===== config.mk =====
export PLATFORM = sky130hd
export DESIGN_NAME = ldpc_segment_and_lift_select
export DESIGN_NICKNAME = d
export VERILOG_FILES = /design/src/sv/ldpc_sls_pkg.sv /design/src/sv/ldpc_segment_and_lift_select.sv /design/src/sv/ldpc_sls_seg.sv /design/src/sv/ldpc_sls_div.sv /design/src/sv/ldpc_sls_lift.sv
export VERILOG_INCLUDE_DIRS = /design/src /design/src/sv
export SDC_FILE = /design/constraint.sdc
export NUM_CORES = 2
export LEC_CHECK = 0
export ABC_AREA = 1
export BUFFER_PORTS_ARGS = -buffer_cell sky130_fd_sc_hd__buf_2
export CAP_MARGIN = 30
export CORE_AREA = 2 2 444 446
export DETAILED_ROUTE_END_ITERATION = 6
export DIE_AREA = 0 0 446 448
export GPL_TIMING_DRIVEN = 1
export PLACE_DENSITY_LB_ADDON = 0.1
export SYNTH_ARGS = -nofsm -noshare
export SYNTH_HDL_FRONTEND = slang
export SYNTH_SLANG_ARGS = --single-unit

===== constraint.sdc =====
create_clock -name clk -period 5.28 [get_ports clk]
set_input_delay 0.264 -clock clk [delete_from_list [all_inputs] [get_ports clk]]
set_output_delay 0.264 -clock clk [all_outputs]
set_load 0.005 [all_outputs]

===== src/sv/ldpc_segment_and_lift_select_defines.svh =====
// Assertion macros shared by the block's RTL.
`ifndef LDPC_SEGMENT_AND_LIFT_SELECT_DEFINES_SVH
`define LDPC_SEGMENT_AND_LIFT_SELECT_DEFINES_SVH

`ifndef SYNTHESIS

// Implication checked at every rising edge outside reset.
`define SLS_ASSERT_IMPL(lbl, ck, rn, ante, cons) \
  lbl: assert property (@(posedge ck) disable iff (!rn) (ante) |-> (cons)) \
    else $error("segmentation and lifting check failed");

// Plain condition checked at every rising edge outside reset.
`define SLS_ASSERT_ALWAYS(lbl, ck, rn, cond) \
  lbl: assert property (@(posedge ck) disable iff (!rn) (cond)) \
    else $error("segmentation and lifting check failed");

`else

`define SLS_ASSERT_IMPL(lbl, ck, rn, ante, cons)
`define SLS_ASSERT_ALWAYS(lbl, ck, rn, cond)

`endif

`endif


===== src/sv/ldpc_sls_pkg.sv =====
package ldpc_sls_pkg;

  // Field widths.
  localparam int unsigned BLK_W   = 21;
  localparam int unsigned RATE_W  = 11;
  localparam int unsigned KBITS_W = 14;
  localparam int unsigned KB_W    = 5;
  localparam int unsigned CNT_W   = 8;
  localparam int unsigned CRC_W   = 5;
  localparam int unsigned SET_W   = 4;
  localparam int unsigned GRAPH_W = 2;
  localparam int unsigned ZC_W    = 9;
  localparam int unsigned NBITS_W = 15;
  localparam int unsigned ROWS_W  = 6;
  localparam int unsigned COLS_W  = 7;

  // Segmentation.
  localparam logic [BLK_W-1:0]  B_MAX   = 21'd1310720;
  localparam logic [BLK_W-1:0]  CB_MAX  = 21'd8448;
  localparam logic [CRC_W-1:0]  SEG_CRC = 5'd24;
  localparam int unsigned       SEG_LEN = 8448 - 24;

  // Block count by reciprocal: floor(x * SEG_RECIP / 2^RECIP_SHIFT) is the true
  // quotient or one less for any 21-bit x.
  localparam int unsigned       RECIP_SHIFT = 34;
  localparam int unsigned       PROD_W      = BLK_W + BLK_W;
  localparam logic [BLK_W-1:0]  SEG_RECIP   = BLK_W'((64'd1 << RECIP_SHIFT) / SEG_LEN);

  // One restoring step per quotient bit of the block size over block count.
  localparam int unsigned DIV_STEPS = KBITS_W;

  // Graph selection.
  localparam logic [RATE_W-1:0] RATE_THR   = 11'd686;
  localparam logic [BLK_W-1:0]  KB_THR_A   = 21'd640;
  localparam logic [BLK_W-1:0]  KB_THR_B   = 21'd560;
  localparam logic [BLK_W-1:0]  KB_THR_C   = 21'd192;
  localparam logic [KB_W-1:0]   KB_G1      = 5'd22;
  localparam logic [KB_W-1:0]   KB_G2_A    = 5'd10;
  localparam logic [KB_W-1:0]   KB_G2_B    = 5'd9;
  localparam logic [KB_W-1:0]   KB_G2_C    = 5'd8;
  localparam logic [KB_W-1:0]   KB_G2_D    = 5'd6;

  localparam logic [GRAPH_W-1:0] GRAPH_1 = 2'd1;
  localparam logic [GRAPH_W-1:0] GRAPH_2 = 2'd2;

  localparam logic [KBITS_W-1:0] K_MUL_G1 = 14'd22;
  localparam logic [KBITS_W-1:0] K_MUL_G2 = 14'd10;
  localparam logic [NBITS_W-1:0] N_MUL_G1 = 15'd66;
  localparam logic [NBITS_W-1:0] N_MUL_G2 = 15'd50;
  localparam logic [ROWS_W-1:0]  ROWS_G1  = 6'd46;
  localparam logic [ROWS_W-1:0]  ROWS_G2  = 6'd42;
  localparam logic [COLS_W-1:0]  COLS_G1  = 7'd68;
  localparam logic [COLS_W-1:0]  COLS_G2  = 7'd52;

  // Lifting sizes in ascending order with their set numbers.
  localparam int unsigned LIFT_N = 51;

  localparam logic [ZC_W-1:0] LIFT_Z [LIFT_N] = '{
    9'd2,   9'd3,   9'd4,   9'd5,   9'd6,   9'd7,   9'd8,   9'd9,
    9'd10,  9'd11,  9'd12,  9'd13,  9'd14,  9'd15,  9'd16,  9'd18,
    9'd20,  9'd22,  9'd24,  9'd26,  9'd28,  9'd30,  9'd32,  9'd36,
    9'd40,  9'd44,  9'd48,  9'd52,  9'd56,  9'd60,  9'd64,  9'd72,
    9'd80,  9'd88,  9'd96,  9'd104, 9'd112, 9'd120, 9'd128, 9'd144,
    9'd160, 9'd176, 9'd192, 9'd208, 9'd224, 9'd240, 9'd256, 9'd288,
    9'd320, 9'd352, 9'd384
  };

  localparam logic [SET_W-1:0] LIFT_SET [LIFT_N] = '{
    4'd1, 4'd2, 4'd1, 4'd3, 4'd2, 4'd4, 4'd1, 4'd5,
    4'd3, 4'd6, 4'd2, 4'd7, 4'd4, 4'd8, 4'd1, 4'd5,
    4'd3, 4'd6, 4'd2, 4'd7, 4'd4, 4'd8, 4'd1, 4'd5,
    4'd3, 4'd6, 4'd2, 4'd7, 4'd4, 4'd8, 4'd1, 4'd5,
    4'd3, 4'd6, 4'd2, 4'd7, 4'd4, 4'd8, 4'd1, 4'd5,
    4'd3, 4'd6, 4'd2, 4'd7, 4'd4, 4'd8, 4'd1, 4'd5,
    4'd3, 4'd6, 4'd2
  };

  typedef struct packed {
    logic [BLK_W-1:0]  blk;
    logic [RATE_W-1:0] rate;
    logic [CNT_W-1:0]  cnt;
    logic              crc_on;
  } seg_info_t;

  typedef struct packed {
    seg_info_t          info;
    logic [KBITS_W-1:0] quot;
    logic               rem_nz;
  } div_res_t;

  typedef struct packed {
    logic [KBITS_W-1:0] info_bits;
    logic [KB_W-1:0]    info_columns;
    logic [KBITS_W-1:0] upper_block_bits;
    logic [KBITS_W-1:0] lower_block_bits;
    logic [CNT_W-1:0]   block_count;
    logic [CRC_W-1:0]   crc_bits;
    logic [SET_W-1:0]   set_index;
    logic [GRAPH_W-1:0] graph_select;
    logic [ZC_W-1:0]    lift_size;
    logic [NBITS_W-1:0] code_bits;
    logic [ROWS_W-1:0]  graph_rows;
    logic [COLS_W-1:0]  graph_cols;
  } lift_res_t;

endpackage


===== src/sv/ldpc_segment_and_lift_select.sv =====
// LDPC code block segmentation and lifting size selection. Each request carries
// a transport block size (CRC included) and a code rate with ten fraction bits;
// each produces exactly one result: block count, per block CRC length, upper and
// lower block sizes, base graph, lifting size with its set number, and the
// lifted information and code lengths. The block takes one request in every
// clock cycle and busy is always low. The result appears on the out_ ports with
// out_valid high for exactly one cycle, in request order, after passing through
// 21 register stages, the first of which loads on the accepting edge: three for
// clamping and the block count, fourteen for the bit-per-stage division of the
// block size by the block count, and four for the lifting size search. The
// receiver cannot stall the block, so it must take every result in the cycle it
// is shown.
`include "ldpc_segment_and_lift_select_defines.svh"

module ldpc_segment_and_lift_select (
  input  logic                               clk,
  input  logic                               rst_n,
  input  logic                               start,
  output logic                               busy,
  input  logic [ldpc_sls_pkg::BLK_W-1:0]     in_block_bits,
  input  logic [ldpc_sls_pkg::RATE_W-1:0]    in_code_rate_q10,
  output logic                               out_valid,
  output logic [ldpc_sls_pkg::KBITS_W-1:0]   out_info_bits,
  output logic [ldpc_sls_pkg::KB_W-1:0]      out_info_columns,
  output logic [ldpc_sls_pkg::KBITS_W-1:0]   out_upper_block_bits,
  output logic [ldpc_sls_pkg::KBITS_W-1:0]   out_lower_block_bits,
  output logic [ldpc_sls_pkg::CNT_W-1:0]     out_block_count,
  output logic [ldpc_sls_pkg::CRC_W-1:0]     out_crc_bits,
  output logic [ldpc_sls_pkg::SET_W-1:0]     out_set_index,
  output logic [ldpc_sls_pkg::GRAPH_W-1:0]   out_graph_select,
  output logic [ldpc_sls_pkg::ZC_W-1:0]      out_lift_size,
  output logic [ldpc_sls_pkg::NBITS_W-1:0]   out_code_bits,
  output logic [ldpc_sls_pkg::ROWS_W-1:0]    out_graph_rows,
  output logic [ldpc_sls_pkg::COLS_W-1:0]    out_graph_cols
);
  import ldpc_sls_pkg::*;

  logic      req_take;
  logic      seg_vld;
  seg_info_t seg_info;
  logic      div_vld;
  div_res_t  div_res;
  lift_res_t lift_res;

  // Every stage advances on every clock, so a new request is always welcome.
  assign busy     = 1'b0;
  assign req_take = start && !busy;

  // Clamp the block size and work out the block count and CRC length.
  ldpc_sls_seg u_seg (
    .clk      (clk),
    .rst_n    (rst_n),
    .in_vld   (req_take),
    .blk_in   (in_block_bits),
    .rate_in  (in_code_rate_q10),
    .out_vld  (seg_vld),
    .info_out (seg_info)
  );

  // Divide the clamped block size by the block count; the quotient and whether
  // a remainder is left give both block sizes.
  ldpc_sls_div u_div (
    .clk     (clk),
    .rst_n   (rst_n),
    .in_vld  (seg_vld),
    .info_in (seg_info),
    .out_vld (div_vld),
    .res_out (div_res)
  );

  // Pick the base graph and the smallest lifting size that covers the upper
  // block size, falling back to graph 1 when graph 2 has none.
  ldpc_sls_lift u_lift (
    .clk     (clk),
    .rst_n   (rst_n),
    .in_vld  (div_vld),
    .res_in  (div_res),
    .out_vld (out_valid),
    .res_out (lift_res)
  );

  assign out_info_bits        = lift_res.info_bits;
  assign out_info_columns     = lift_res.info_columns;
  assign out_upper_block_bits = lift_res.upper_block_bits;
  assign out_lower_block_bits = lift_res.lower_block_bits;
  assign out_block_count      = lift_res.block_count;
  assign out_crc_bits         = lift_res.crc_bits;
  assign out_set_index        = lift_res.set_index;
  assign out_graph_select     = lift_res.graph_select;
  assign out_lift_size        = lift_res.lift_size;
  assign out_code_bits        = lift_res.code_bits;
  assign out_graph_rows       = lift_res.graph_rows;
  assign out_graph_cols       = lift_res.graph_cols;

  // Code length and information length come from the same lifting size, so
  // their ratio is fixed by the graph.
  `SLS_ASSERT_IMPL(a_code_ratio, clk, rst_n, out_valid,
    (out_graph_select == GRAPH_1) ?
      (24'(out_code_bits) * 24'(K_MUL_G1) == 24'(out_info_bits) * 24'(N_MUL_G1)) :
      (24'(out_code_bits) * 24'(K_MUL_G2) == 24'(out_info_bits) * 24'(N_MUL_G2)))

  // Upper and lower block sizes differ by at most one.
  `SLS_ASSERT_ALWAYS(a_block_spread, clk, rst_n,
    !out_valid || (out_upper_block_bits == out_lower_block_bits) ||
    (out_upper_block_bits == out_lower_block_bits + 14'd1))

  // A single block carries no extra CRC and is never split unevenly.
  `SLS_ASSERT_IMPL(a_single_block, clk, rst_n, out_valid && (out_block_count == 8'd1),
    (out_crc_bits == '0) && (out_upper_block_bits == out_lower_block_bits))

  // The chosen lifting size covers the upper block size.
  `SLS_ASSERT_IMPL(a_lift_covers, clk, rst_n, out_valid,
    16'(out_lift_size) * 16'(out_info_columns) >= 16'(out_upper_block_bits))

endmodule


===== src/sv/ldpc_sls_seg.sv =====
module ldpc_sls_seg (
  input  logic                             clk,
  input  logic                             rst_n,
  input  logic                             in_vld,
  input  logic [ldpc_sls_pkg::BLK_W-1:0]   blk_in,
  input  logic [ldpc_sls_pkg::RATE_W-1:0]  rate_in,
  output logic                             out_vld,
  output ldpc_sls_pkg::seg_info_t          info_out
);
  import ldpc_sls_pkg::*;

  // Stage 1: clamp.
  logic              s1_vld_r;
  logic [BLK_W-1:0]  s1_blk_r, s1_blk_nxt;
  logic [BLK_W-1:0]  s1_x_r, s1_x_nxt;
  logic [RATE_W-1:0] s1_rate_r;
  logic              s1_big_r, s1_big_nxt;

  // Stage 2: reciprocal product.
  logic              s2_vld_r;
  logic [BLK_W-1:0]  s2_blk_r;
  logic [BLK_W-1:0]  s2_x_r;
  logic [RATE_W-1:0] s2_rate_r;
  logic              s2_big_r;
  logic [PROD_W-1:0] s2_prod_r, s2_prod_nxt;

  // Stage 3: corrected block count.
  logic              s3_vld_r;
  seg_info_t         s3_info_r, s3_info_nxt;

  logic [CNT_W-1:0]  q_est;
  logic [BLK_W-1:0]  est_mul;
  logic [BLK_W-1:0]  est_rem;
  logic              est_low;

  always_comb begin
    if (blk_in > B_MAX) begin
      s1_blk_nxt = B_MAX;
    end else if (blk_in == '0) begin
      s1_blk_nxt = BLK_W'(1);
    end else begin
      s1_blk_nxt = blk_in;
    end
    s1_x_nxt   = s1_blk_nxt - BLK_W'(1);
    s1_big_nxt = s1_blk_nxt > CB_MAX;
  end

  assign s2_prod_nxt = PROD_W'(s1_x_r) * PROD_W'(SEG_RECIP);

  always_comb begin
    q_est   = s2_prod_r[RECIP_SHIFT +: CNT_W];
    est_mul = BLK_W'(q_est) * BLK_W'(SEG_LEN);
    est_rem = s2_x_r - est_mul;
    est_low = est_rem >= BLK_W'(SEG_LEN);
    s3_info_nxt.blk    = s2_blk_r;
    s3_info_nxt.rate   = s2_rate_r;
    s3_info_nxt.crc_on = s2_big_r;
    if (s2_big_r) begin
      s3_info_nxt.cnt = q_est + CNT_W'(1) + CNT_W'(est_low);
    end else begin
      s3_info_nxt.cnt = CNT_W'(1);
    end
  end

  always_ff @(posedge clk) begin
    if (!rst_n) begin
      s1_vld_r <= 1'b0;
      s2_vld_r <= 1'b0;
      s3_vld_r <= 1'b0;
    end else begin
      s1_vld_r <= in_vld;
      s2_vld_r <= s1_vld_r;
      s3_vld_r <= s2_vld_r;
    end
  end

  always_ff @(posedge clk) begin
    s1_blk_r  <= s1_blk_nxt;
    s1_x_r    <= s1_x_nxt;
    s1_rate_r <= rate_in;
    s1_big_r  <= s1_big_nxt;
    s2_blk_r  <= s1_blk_r;
    s2_x_r    <= s1_x_r;
    s2_rate_r <= s1_rate_r;
    s2_big_r  <= s1_big_r;
    s2_prod_r <= s2_prod_nxt;
    s3_info_r <= s3_info_nxt;
  end

  assign out_vld  = s3_vld_r;
  assign info_out = s3_info_r;

endmodule


===== src/sv/ldpc_sls_div.sv =====
module ldpc_sls_div (
  input  logic                     clk,
  input  logic                     rst_n,
  input  logic                     in_vld,
  input  ldpc_sls_pkg::seg_info_t  info_in,
  output logic                     out_vld,
  output ldpc_sls_pkg::div_res_t   res_out
);
  import ldpc_sls_pkg::*;

  // One restoring step per stage, most significant quotient bit first.
  logic               vld_r  [DIV_STEPS];
  logic [BLK_W-1:0]   rem_r  [DIV_STEPS];
  logic [KBITS_W-1:0] quot_r [DIV_STEPS];
  seg_info_t          info_r [DIV_STEPS];

  for (genvar s = 0; s < DIV_STEPS; s++) begin : g_step
    logic               vld_in;
    logic [BLK_W-1:0]   rem_in;
    logic [KBITS_W-1:0] quot_in;
    seg_info_t          info_s;
    logic [BLK_W-1:0]   dsh;
    logic               take;
    logic [BLK_W-1:0]   rem_nxt;
    logic [KBITS_W-1:0] quot_nxt;

    if (s == 0) begin : g_first
      assign vld_in  = in_vld;
      assign rem_in  = info_in.blk;
      assign quot_in = '0;
      assign info_s  = info_in;
    end else begin : g_next
      assign vld_in  = vld_r[s-1];
      assign rem_in  = rem_r[s-1];
      assign quot_in = quot_r[s-1];
      assign info_s  = info_r[s-1];
    end

    always_comb begin
      dsh      = BLK_W'(info_s.cnt) << (DIV_STEPS - 1 - s);
      take     = rem_in >= dsh;
      rem_nxt  = take ? (rem_in - dsh) : rem_in;
      quot_nxt = quot_in;
      quot_nxt[DIV_STEPS-1-s] = take;
    end

    always_ff @(posedge clk) begin
      if (!rst_n) begin
        vld_r[s] <= 1'b0;
      end else begin
        vld_r[s] <= vld_in;
      end
    end

    always_ff @(posedge clk) begin
      rem_r[s]  <= rem_nxt;
      quot_r[s] <= quot_nxt;
      info_r[s] <= info_s;
    end
  end

  assign out_vld        = vld_r[DIV_STEPS-1];
  assign res_out.info   = info_r[DIV_STEPS-1];
  assign res_out.quot   = quot_r[DIV_STEPS-1];
  assign res_out.rem_nz = |rem_r[DIV_STEPS-1];

endmodule


===== src/sv/ldpc_sls_lift.sv =====
module ldpc_sls_lift (
  input  logic                     clk,
  input  logic                     rst_n,
  input  logic                     in_vld,
  input  ldpc_sls_pkg::div_res_t   res_in,
  output logic                     out_vld,
  output ldpc_sls_pkg::lift_res_t  res_out
);
  import ldpc_sls_pkg::*;

  // Stage 0: block sizes, graph 2 column count, rate decision.
  logic               l0_vld_r;
  logic [KBITS_W-1:0] l0_kp_r, l0_kp_nxt;
  logic [KBITS_W-1:0] l0_kn_r, l0_kn_nxt;
  logic [CNT_W-1:0]   l0_cnt_r;
  logic               l0_crc_on_r;
  logic [KB_W-1:0]    l0_kb2_r, l0_kb2_nxt;
  logic               l0_g1_r;

  // Stage 1: coverage of every lifting size for both graphs.
  logic               l1_vld_r;
  logic [KBITS_W-1:0] l1_kp_r, l1_kn_r;
  logic [CNT_W-1:0]   l1_cnt_r;
  logic               l1_crc_on_r;
  logic [KB_W-1:0]    l1_kb2_r;
  logic               l1_g1_r;
  logic [LIFT_N-1:0]  l1_pass1_r, l1_pass1_nxt;
  logic [LIFT_N-1:0]  l1_pass2_r, l1_pass2_nxt;

  // Stage 2: smallest covering size as a one-hot select.
  logic               l2_vld_r;
  logic [KBITS_W-1:0] l2_kp_r, l2_kn_r;
  logic [CNT_W-1:0]   l2_cnt_r;
  logic               l2_crc_on_r;
  logic [KB_W-1:0]    l2_kb_r, l2_kb_nxt;
  logic               l2_g1_r, l2_g1_nxt;
  logic [LIFT_N-1:0]  l2_sel_r, l2_sel_nxt;

  // Stage 3: result register.
  logic               out_vld_r;
  lift_res_t          res_r, res_nxt;

  logic [KBITS_W-1:0] kn_sum;
  logic [KBITS_W-1:0] zkb2;
  logic [LIFT_N-1:0]  oh1, oh2;
  logic [ZC_W-1:0]    zc;
  logic [SET_W-1:0]   set_idx;

  always_comb begin
    kn_sum    = res_in.quot + (res_in.info.crc_on ? KBITS_W'(SEG_CRC) : '0);
    l0_kn_nxt = kn_sum;
    l0_kp_nxt = kn_sum + KBITS_W'(res_in.rem_nz);
    if (res_in.info.blk > KB_THR_A) begin
      l0_kb2_nxt = KB_G2_A;
    end else if (res_in.info.blk > KB_THR_B) begin
      l0_kb2_nxt = KB_G2_B;
    end else if (res_in.info.blk > KB_THR_C) begin
      l0_kb2_nxt = KB_G2_C;
    end else begin
      l0_kb2_nxt = KB_G2_D;
    end
  end

  always_comb begin
    zkb2 = '0;
    for (int i = 0; i < LIFT_N; i++) begin
      l1_pass1_nxt[i] = (KBITS_W'(LIFT_Z[i]) * KBITS_W'(KB_G1)) >= l0_kp_r;
      case (l0_kb2_r)
        KB_G2_A: zkb2 = KBITS_W'(LIFT_Z[i]) * KBITS_W'(KB_G2_A);
        KB_G2_B: zkb2 = KBITS_W'(LIFT_Z[i]) * KBITS_W'(KB_G2_B);
        KB_G2_C: zkb2 = KBITS_W'(LIFT_Z[i]) * KBITS_W'(KB_G2_C);
        default: zkb2 = KBITS_W'(LIFT_Z[i]) * KBITS_W'(KB_G2_D);
      endcase
      l1_pass2_nxt[i] = zkb2 >= l0_kp_r;
    end
  end

  // The sizes ascend, so each coverage vector is a thermometer code and its
  // lowest set bit marks the smallest size that fits.
  always_comb begin
    oh1 = l1_pass1_r & ~{l1_pass1_r[LIFT_N-2:0], 1'b0};
    oh2 = l1_pass2_r & ~{l1_pass2_r[LIFT_N-2:0], 1'b0};
    l2_g1_nxt  = l1_g1_r || !l1_pass2_r[LIFT_N-1];
    l2_sel_nxt = l2_g1_nxt ? oh1 : oh2;
    l2_kb_nxt  = l2_g1_nxt ? KB_G1 : l1_kb2_r;
  end

  always_comb begin
    zc      = '0;
    set_idx = '0;
    for (int i = 0; i < LIFT_N; i++) begin
      zc      = zc | (l2_sel_r[i] ? LIFT_Z[i] : '0);
      set_idx = set_idx | (l2_sel_r[i] ? LIFT_SET[i] : '0);
    end
    res_nxt.info_columns     = l2_kb_r;
    res_nxt.upper_block_bits = l2_kp_r;
    res_nxt.lower_block_bits = l2_kn_r;
    res_nxt.block_count      = l2_cnt_r;
    res_nxt.crc_bits         = l2_crc_on_r ? SEG_CRC : '0;
    res_nxt.set_index        = set_idx;
    res_nxt.lift_size        = zc;
    if (l2_g1_r) begin
      res_nxt.graph_select = GRAPH_1;
      res_nxt.info_bits    = KBITS_W'(zc) * K_MUL_G1;
      res_nxt.code_bits    = NBITS_W'(zc) * N_MUL_G1;
      res_nxt.graph_rows   = ROWS_G1;
      res_nxt.graph_cols   = COLS_G1;
    end else begin
      res_nxt.graph_select = GRAPH_2;
      res_nxt.info_bits    = KBITS_W'(zc) * K_MUL_G2;
      res_nxt.code_bits    = NBITS_W'(zc) * N_MUL_G2;
      res_nxt.graph_rows   = ROWS_G2;
      res_nxt.graph_cols   = COLS_G2;
    end
  end

  always_ff @(posedge clk) begin
    if (!rst_n) begin
      l0_vld_r  <= 1'b0;
      l1_vld_r  <= 1'b0;
      l2_vld_r  <= 1'b0;
      out_vld_r <= 1'b0;
    end else begin
      l0_vld_r  <= in_vld;
      l1_vld_r  <= l0_vld_r;
      l2_vld_r  <= l1_vld_r;
      out_vld_r <= l2_vld_r;
    end
  end

  always_ff @(posedge clk) begin
    l0_kp_r     <= l0_kp_nxt;
    l0_kn_r     <= l0_kn_nxt;
    l0_cnt_r    <= res_in.info.cnt;
    l0_crc_on_r <= res_in.info.crc_on;
    l0_kb2_r    <= l0_kb2_nxt;
    l0_g1_r     <= res_in.info.rate > RATE_THR;

    l1_kp_r     <= l0_kp_r;
    l1_kn_r     <= l0_kn_r;
    l1_cnt_r    <= l0_cnt_r;
    l1_crc_on_r <= l0_crc_on_r;
    l1_kb2_r    <= l0_kb2_r;
    l1_g1_r     <= l0_g1_r;
    l1_pass1_r  <= l1_pass1_nxt;
    l1_pass2_r  <= l1_pass2_nxt;

    l2_kp_r     <= l1_kp_r;
    l2_kn_r     <= l1_kn_r;
    l2_cnt_r    <= l1_cnt_r;
    l2_crc_on_r <= l1_crc_on_r;
    l2_kb_r     <= l2_kb_nxt;
    l2_g1_r     <= l2_g1_nxt;
    l2_sel_r    <= l2_sel_nxt;

    res_r       <= res_nxt;
  end

  assign out_vld = out_vld_r;
  assign res_out = res_r;

endmodule

# Word-level counts from Yosys, hierarchy flattened
# Memory sizes are Yosys's and may differ from the RTL's. A register that Yosys moved wholly into a read port is not among the register bits.
# Index checks and enable logic that the tools add are counted.
# Widths: inputs -> output; s select.
[classes]
eq_ne = 3
addsub = 20
n_lt_le_gt_ge = 123
muxes = 193
bitwise_logic = 118
reduce_logical = 6
multipliers = 6
[op_table]
columns = ["cell", "n"]
rows = [
  ["$or 9x9->9", 50],
  ["$mux 21", 16],
  ["$pmux 11 s3", 8],
  ["$pmux 10 s3", 8],
  ["$pmux 12 s3", 6],
  ["$pmux 9 s3", 8],
  ["$or 4x4->4", 50],
  ["$pmux 8 s3", 8],
  ["$pmux 7 s3", 6],
  ["$ge 10x14->1", 8],
  ["$ge 10x14->1 const A", 8],
  ["$ge 11x14->1", 8],
  ["$ge 11x14->1 const A", 8],
  ["$ge 12x14->1", 8],
  ["$ge 12x14->1 const A", 8],
  ["$ge 13x14->1 const A", 8],
  ["$ge 8x14->1", 8],
  ["$ge 9x14->1", 8],
  ["$ge 9x14->1 const A", 8],
  ["$and 51x51->51", 2],
  ["$not 51->51", 2],
  ["$ge 7x14->1", 6],
  ["$ge 8x14->1 const A", 6],
  ["$mux 3", 27],
  ["other kinds (71)", 186],
]
[totals]
reg_bits = 580
wordCells = 527
out_inout_bits = 105
input_bits = 35
memories = 4
ram_bits = 1078
[memory_table]
columns = ["name", "depth", "word_bits", "rd", "rd_ports_with_merged_regs", "write_ports", "line", "text"]
rows = [
  ["u_div.info_r", 14, 41, 14, 0, 14, "ldpc_sls_div.sv:15", "seg_info_t info_r [DIV_STEPS];"],
  ["u_div.rem_r", 14, 21, 14, 0, 14, "ldpc_sls_div.sv:13", "logic [BLK_W-1:0] rem_r [DIV_STEPS];"],
  ["u_div.quot_r", 14, 14, 14, 0, 14, "ldpc_sls_div.sv:14", "logic [KBITS_W-1:0] quot_r [DIV_STEPS];"],
  ["u_div.vld_r", 14, 1, 14, 1, 14, "ldpc_sls_div.sv:12", "logic vld_r [DIV_STEPS];"],
]

# Logic depth before layout (Yosys ltp)
[logic_depth]
word_depth = 53
depth_mapped = 37
mapped_depth_nobuf = 37

# By module
# Synthesis repeated with hierarchy kept, for this count alone.
[hier_totals]
cells_unflattened = 6794
hier_area_um2 = 60787.0
[by_module_without_submodules]
columns = ["module", "instances", "cells_each", "area_per_inst_um2", "seq_area_each_um2"]
rows = [
  ["ldpc_sls_div", 1, 3216, 29714.7, 17937.2],
  ["ldpc_sls_lift", 1, 1984, 16646.0, 7287.0],
  ["ldpc_sls_seg", 1, 1592, 14415.1, 3143.0],
  ["ldpc_segment_and_lift_select", 1, 2, 11.3, 0.0],
]

# Least setup slack after synthesis
# Ideal clock, no wire load.
[synth_timing]
kind = "reg2reg"
start = "register u_seg.s2_prod_r[36]"
end = "register u_seg.s3_info_r (netlist bit u_seg.info_out[8])"
required_ns = 5.165
period_less_slack_ns = 5.725
stages_incl_launch_ff = 36
path_buffers = 0
setup_time_ns = 0.115
path_slack_ns = -0.445
t_arrival_ns = 5.610
cell_sequence = "dfxtp_1 -> inv_1 -> fa_1 -> inv_1 -> ha_1 -> inv_1 -> fa_1 -> fa_1 -> inv_1 -> ha_1 -> a21oi_1 -> a21oi_1 -> nor2_1 -> o21ai_0 -> nand2_1 -> nand2_1 -> nand2_1 -> nand2_1 -> xor2_1 -> ha_1 -> nand2_1 -> nor2_1 -> nand2_1 -> or2_2 -> nand3b_1 -> nand2_1 -> nand4_1 -> nor2_1 -> ha_1 -> nor3_1 -> inv_1 -> nor2_1 -> inv_1 -> nor2_1 -> xnor2_1 -> nor2_1"
[synth_between]
elab_chain_len = 4
word_cells_on_any_way = 5
cone_classes = "3 x add/sub; 1 x mul; 1 x order compare"
[synth_lines]
columns = ["item", "line", "text"]
rows = [
  ["start: declaration", "ldpc_sls_seg.sv:25", "logic [PROD_W-1:0] s2_prod_r, s2_prod_nxt;"],
  ["start signal: assignment", "ldpc_sls_seg.sv:86", "s2_prod_r <= s2_prod_nxt;"],
  ["$mul 8x11->18", "ldpc_sls_seg.sv:52", "est_mul = BLK_W'(q_est) * BLK_W'(SEG_LEN);"],
  ["$sub 21x21->21", "ldpc_sls_seg.sv:53", "est_rem = s2_x_r - est_mul;"],
  ["$ge 21x14->1", "ldpc_sls_seg.sv:54", "est_low = est_rem >= BLK_W'(SEG_LEN);"],
  ["$add 8x1->8 *", "ldpc_sls_seg.sv:59", "s3_info_nxt.cnt = q_est + CNT_W'(1) + CNT_W'(est_low);"],
  ["end signal: assignment", "ldpc_sls_seg.sv:87", "s3_info_r <= s3_info_nxt;"],
  ["end: declaration", "ldpc_sls_seg.sv:29", "seg_info_t s3_info_r, s3_info_nxt;"],
]
# Mark *: on every way between the ends. The rest lies on a longest branch, timed or not.
# A chain may end at the register's enable or synchronous reset.

# Worst setup path after layout
[layout_timing]
start = "register u_seg.s2_prod_r[38]"
end = "register u_seg.s3_info_r (netlist bit u_seg.info_out[8])"
# The elaborated chain is that of the path after synthesis.

==> flow_summary.json <==
{
  "r2r_cells": 35,
  "run_status": "finished with violations",
  "vias_per_cell": 4.390,
  "max_freq_mhz": 178.0,
  "min_path_cells": 2,
  "critical_path.endpoint_type": "flip-flop",
  "multi_input_area_um2": 27390,
  "regArea_um2": 28410,
  "cp_max_fo": 4,
  "finalCritPeriodShare": 1.064,
  "instances_no_fill": 9328,
  "fill_cells": 19740,
  "max-cap-violations": 0,
  "r2r-start": "u_seg.s2_prod_r[38]$_DFF_P_",
  "row_count": 162,
  "netlist_area_um2": 58280,
  "grt_pass1_vias": 41800,
  "setup_viol": 13,
  "route.detailed.drc": 0,
  "drtIter0Drc": 1918,
  "min_from": "in_code_rate_q10[4]",
  "min_path_type": "in2reg",
  "routabilityCongestion": 0.8878,
  "reg2reg_to": "u_seg.info_out[8]$_SDFF_PN0_",
  "cts_buffers": 153,
  "yosysWarnings": 0,
  "crit_family": "adder cells",
  "yosysUniqueCellTypes": 68,
  "slowest_stage": "fa_1",
  "dp_hpwl_um": 122700,
  "skew_ns": 0.04782,
  "crit_path_start_kind": "flip-flop",
  "dp.cells": 8983,
  "syn_area_per_cell_um2": 9.470,
  "root_buffer": "clkbuf_16",
  "path_buf_inv": 6,
  "num_vias": 40950,
  "final_common_cell": "dfxtp_1",
  "slew_viol_final": 0,
  "ys_ff_latch": 1417,
  "worstPathRequired_ns": 5.95,
  "antenna_found_initial": 4,
  "layout-area-overhead-vs-synth_pct": 21.31,
  "clock-sinks": 1417,
  "final_cell_mix": "dfxtp_1, nand2_1, inv_1",
  "regToRegSetupSlack_ns": -0.34,
  "fp.coreArea_um2": 194600,
  "grt_first_pass_wirelength_um": 238200,
  "boundaryPins": 140,
  "min_period_ns": 5.618,
  "rsz0062_at_grt": "yes",
  "grt_max_degree": 83,
  "port_buffers": 124,
  "hold_violations": 0,
  "min_to": "u_seg.s1_rate_r[4]$_DFF_P_",
  "drive_gt1_frac": 0.1464,
  "nets": 7456,
  "syn_inst": 6154,
  "tightest_slew_ns": 0.9218,
  "overflow": 0,
  "critical_path.max_stage_delay_ns": 0.56,
  "fin_hold_ws_ns": 0.1044,
  "ant_nets": 0,
  "worstSetupPathType": "reg2reg",
  "dieWidth_um": 446,
  "grt_use_total": 0.1535,
  "synth.yosys.seq_area_share": 0.4868,
  "wl_per_cell_um": 16.42,
  "first_pass_iters": 5,
  "clockBufferDepth": 3,
  "die_area_um2": 199800,
  "violations": "setup timing",
  "ys.flop_type": "dfxtp_1",
  "setup_ws_ns": -0.3382,
  "synth_edf_count": 0,
  "async_flop_share": 0,
  "start_util": 0.2995,
  "cts_tree": "yes",
  "cts_max_level": 4,
  "setup_tns_ns": -2.144,
  "routed_wl_um": 153200,
  "slew_headroom": 0.3848,
  "cts.clk_slew.worst_paths_ns": 0.06,
  "arrival_ns": 6.29,
  "worstSkewPairLatency_ns": 0.80,
  "die_y_um": 448
}
[stage by stage]
stage               setup WS, ns  area (um2)  utilization
finish                   -0.3382       70700       0.3633
global route             -0.6407       70700       0.3633
CTS                      -0.3708       70120       0.3603
detailed placement       -0.6266       63460       0.3261
global placement         -0.5953       63460       0.3261
floorplan               -0.05087       58380            -
[state kept, by name, summed over array words and instances (netlist names), 18 cells and up]
| register | flops |
|---|---|
| u_seg.s1_blk_r | 21 |
| u_lift.l2_sel_r | 51 |
| u_seg.s2_blk_r | 21 |
| u_div.rem_r | 218 |
| u_div.info_r | 559 |
| u_seg.info_out | 41 |
| u_div.quot_r | 105 |
| u_lift.l1_pass2_r | 51 |
| u_lift.res_out | 80 |
| u_seg.s1_x_r | 21 |
| u_lift.l1_pass1_r | 51 |
| u_seg.s2_x_r | 18 |
[layout make-up]
cell class,instances,area share
tap,2542,0.04499
multi-input combinational,3777,0.3875
clock inverter,68,0.01476
clock buffer,206,0.06081
timing repair buffer,418,0.04224
inverter,898,0.04778
antenna,2,0.00007079
sequential,1417,0.4019
[how the worst max path moves through the flow]
stage                     depth (start not counted)                        start                            to
after floorplan                                  35  u_seg.s2_prod_r[38]$_DFF_P_  u_seg.info_out[8]$_SDFF_PN0_
after global placement                           15      u_seg.s1_x_r[4]$_DFF_P_   u_seg.s2_prod_r[39]$_DFF_P_
after detailed placement                         15      u_seg.s1_x_r[4]$_DFF_P_   u_seg.s2_prod_r[40]$_DFF_P_
after CTS                                        32  u_seg.s2_prod_r[38]$_DFF_P_  u_seg.info_out[8]$_SDFF_PN0_
after global routing                             34  u_seg.s2_prod_r[38]$_DFF_P_  u_seg.info_out[8]$_SDFF_PN0_
final                                            35  u_seg.s2_prod_r[38]$_DFF_P_  u_seg.info_out[8]$_SDFF_PN0_
[worst register-to-register path, delay by kind of cell (launching register included)]
family / cells / cell delay (ns)
xor+xnor: 2 / 0.27
buf+inv: 6 / 0.30
flops: 1 / 0.33
compound gates: 3 / 0.33
simple gates: 17 / 1.68
fa+ha+maj: 7 / 2.58
[routing by layer]
layer	GRT usage	wire length [um]	up-vias
li1	-	-	21040
met1	0.1910	69020	18930
met2	0.2665	73690	711
met4	0.05607	5113	2
met3	0.02496	5328	272
met5	0	11	-
[cell families (layout without fill, tap and decap cells)]
family / count (synthesis) / count (layout) / synth area share
and+or+nand+nor: 1943 / 1943 / 0.1444
AOI/OAI and AO/OA: 879 / 879 / 0.08579
other: 2 / 17 / 0.0001289
DFF: 1417 / 1417 / 0.4868
buffers and inverters: 973 / 1590 / 0.06552
xor gates and xnor gates: 184 / 184 / 0.02778
adders and majority gates: 756 / 756 / 0.1896
[timing repair]
item,CTS,global route
setup endpoints to repair,16,16
endpoints found under the hold margin,74,0
hold buffers,43,0
pin swaps,120,86
setup buffers,16,10
resized for setup,175,116
[synth_stat cells, types with 20 or more instances]
cell type	n	area share
dfxtp_1	1417	0.49
nand2_1	966	0.062
inv_1	875	0.056
ha_1	544	0.12
nor2_1	426	0.027
a21oi_1	320	0.027
o21ai_0	301	0.026
fa_1	212	0.073
nand3_1	204	0.018
xor2_1	122	0.018
nor3_1	89	0.0076
nand4_1	69	0.0074
nor4_1	66	0.0071
xnor2_1	61	0.0092
or2_2	46	0.0049
o21ai_1	43	0.0037
buf_4	30	0.0039
a31oi_1	28	0.0030
o211ai_1	25	0.0032
clkbuf_1	24	0.0015
o32ai_1	24	0.0036
o21bai_1	20	0.0026
o31ai_1	20	0.0026
Power is left out: the tool's default activity adds up to more than one toggle a clock period on the data nets, which glitch-free logic cannot reach.
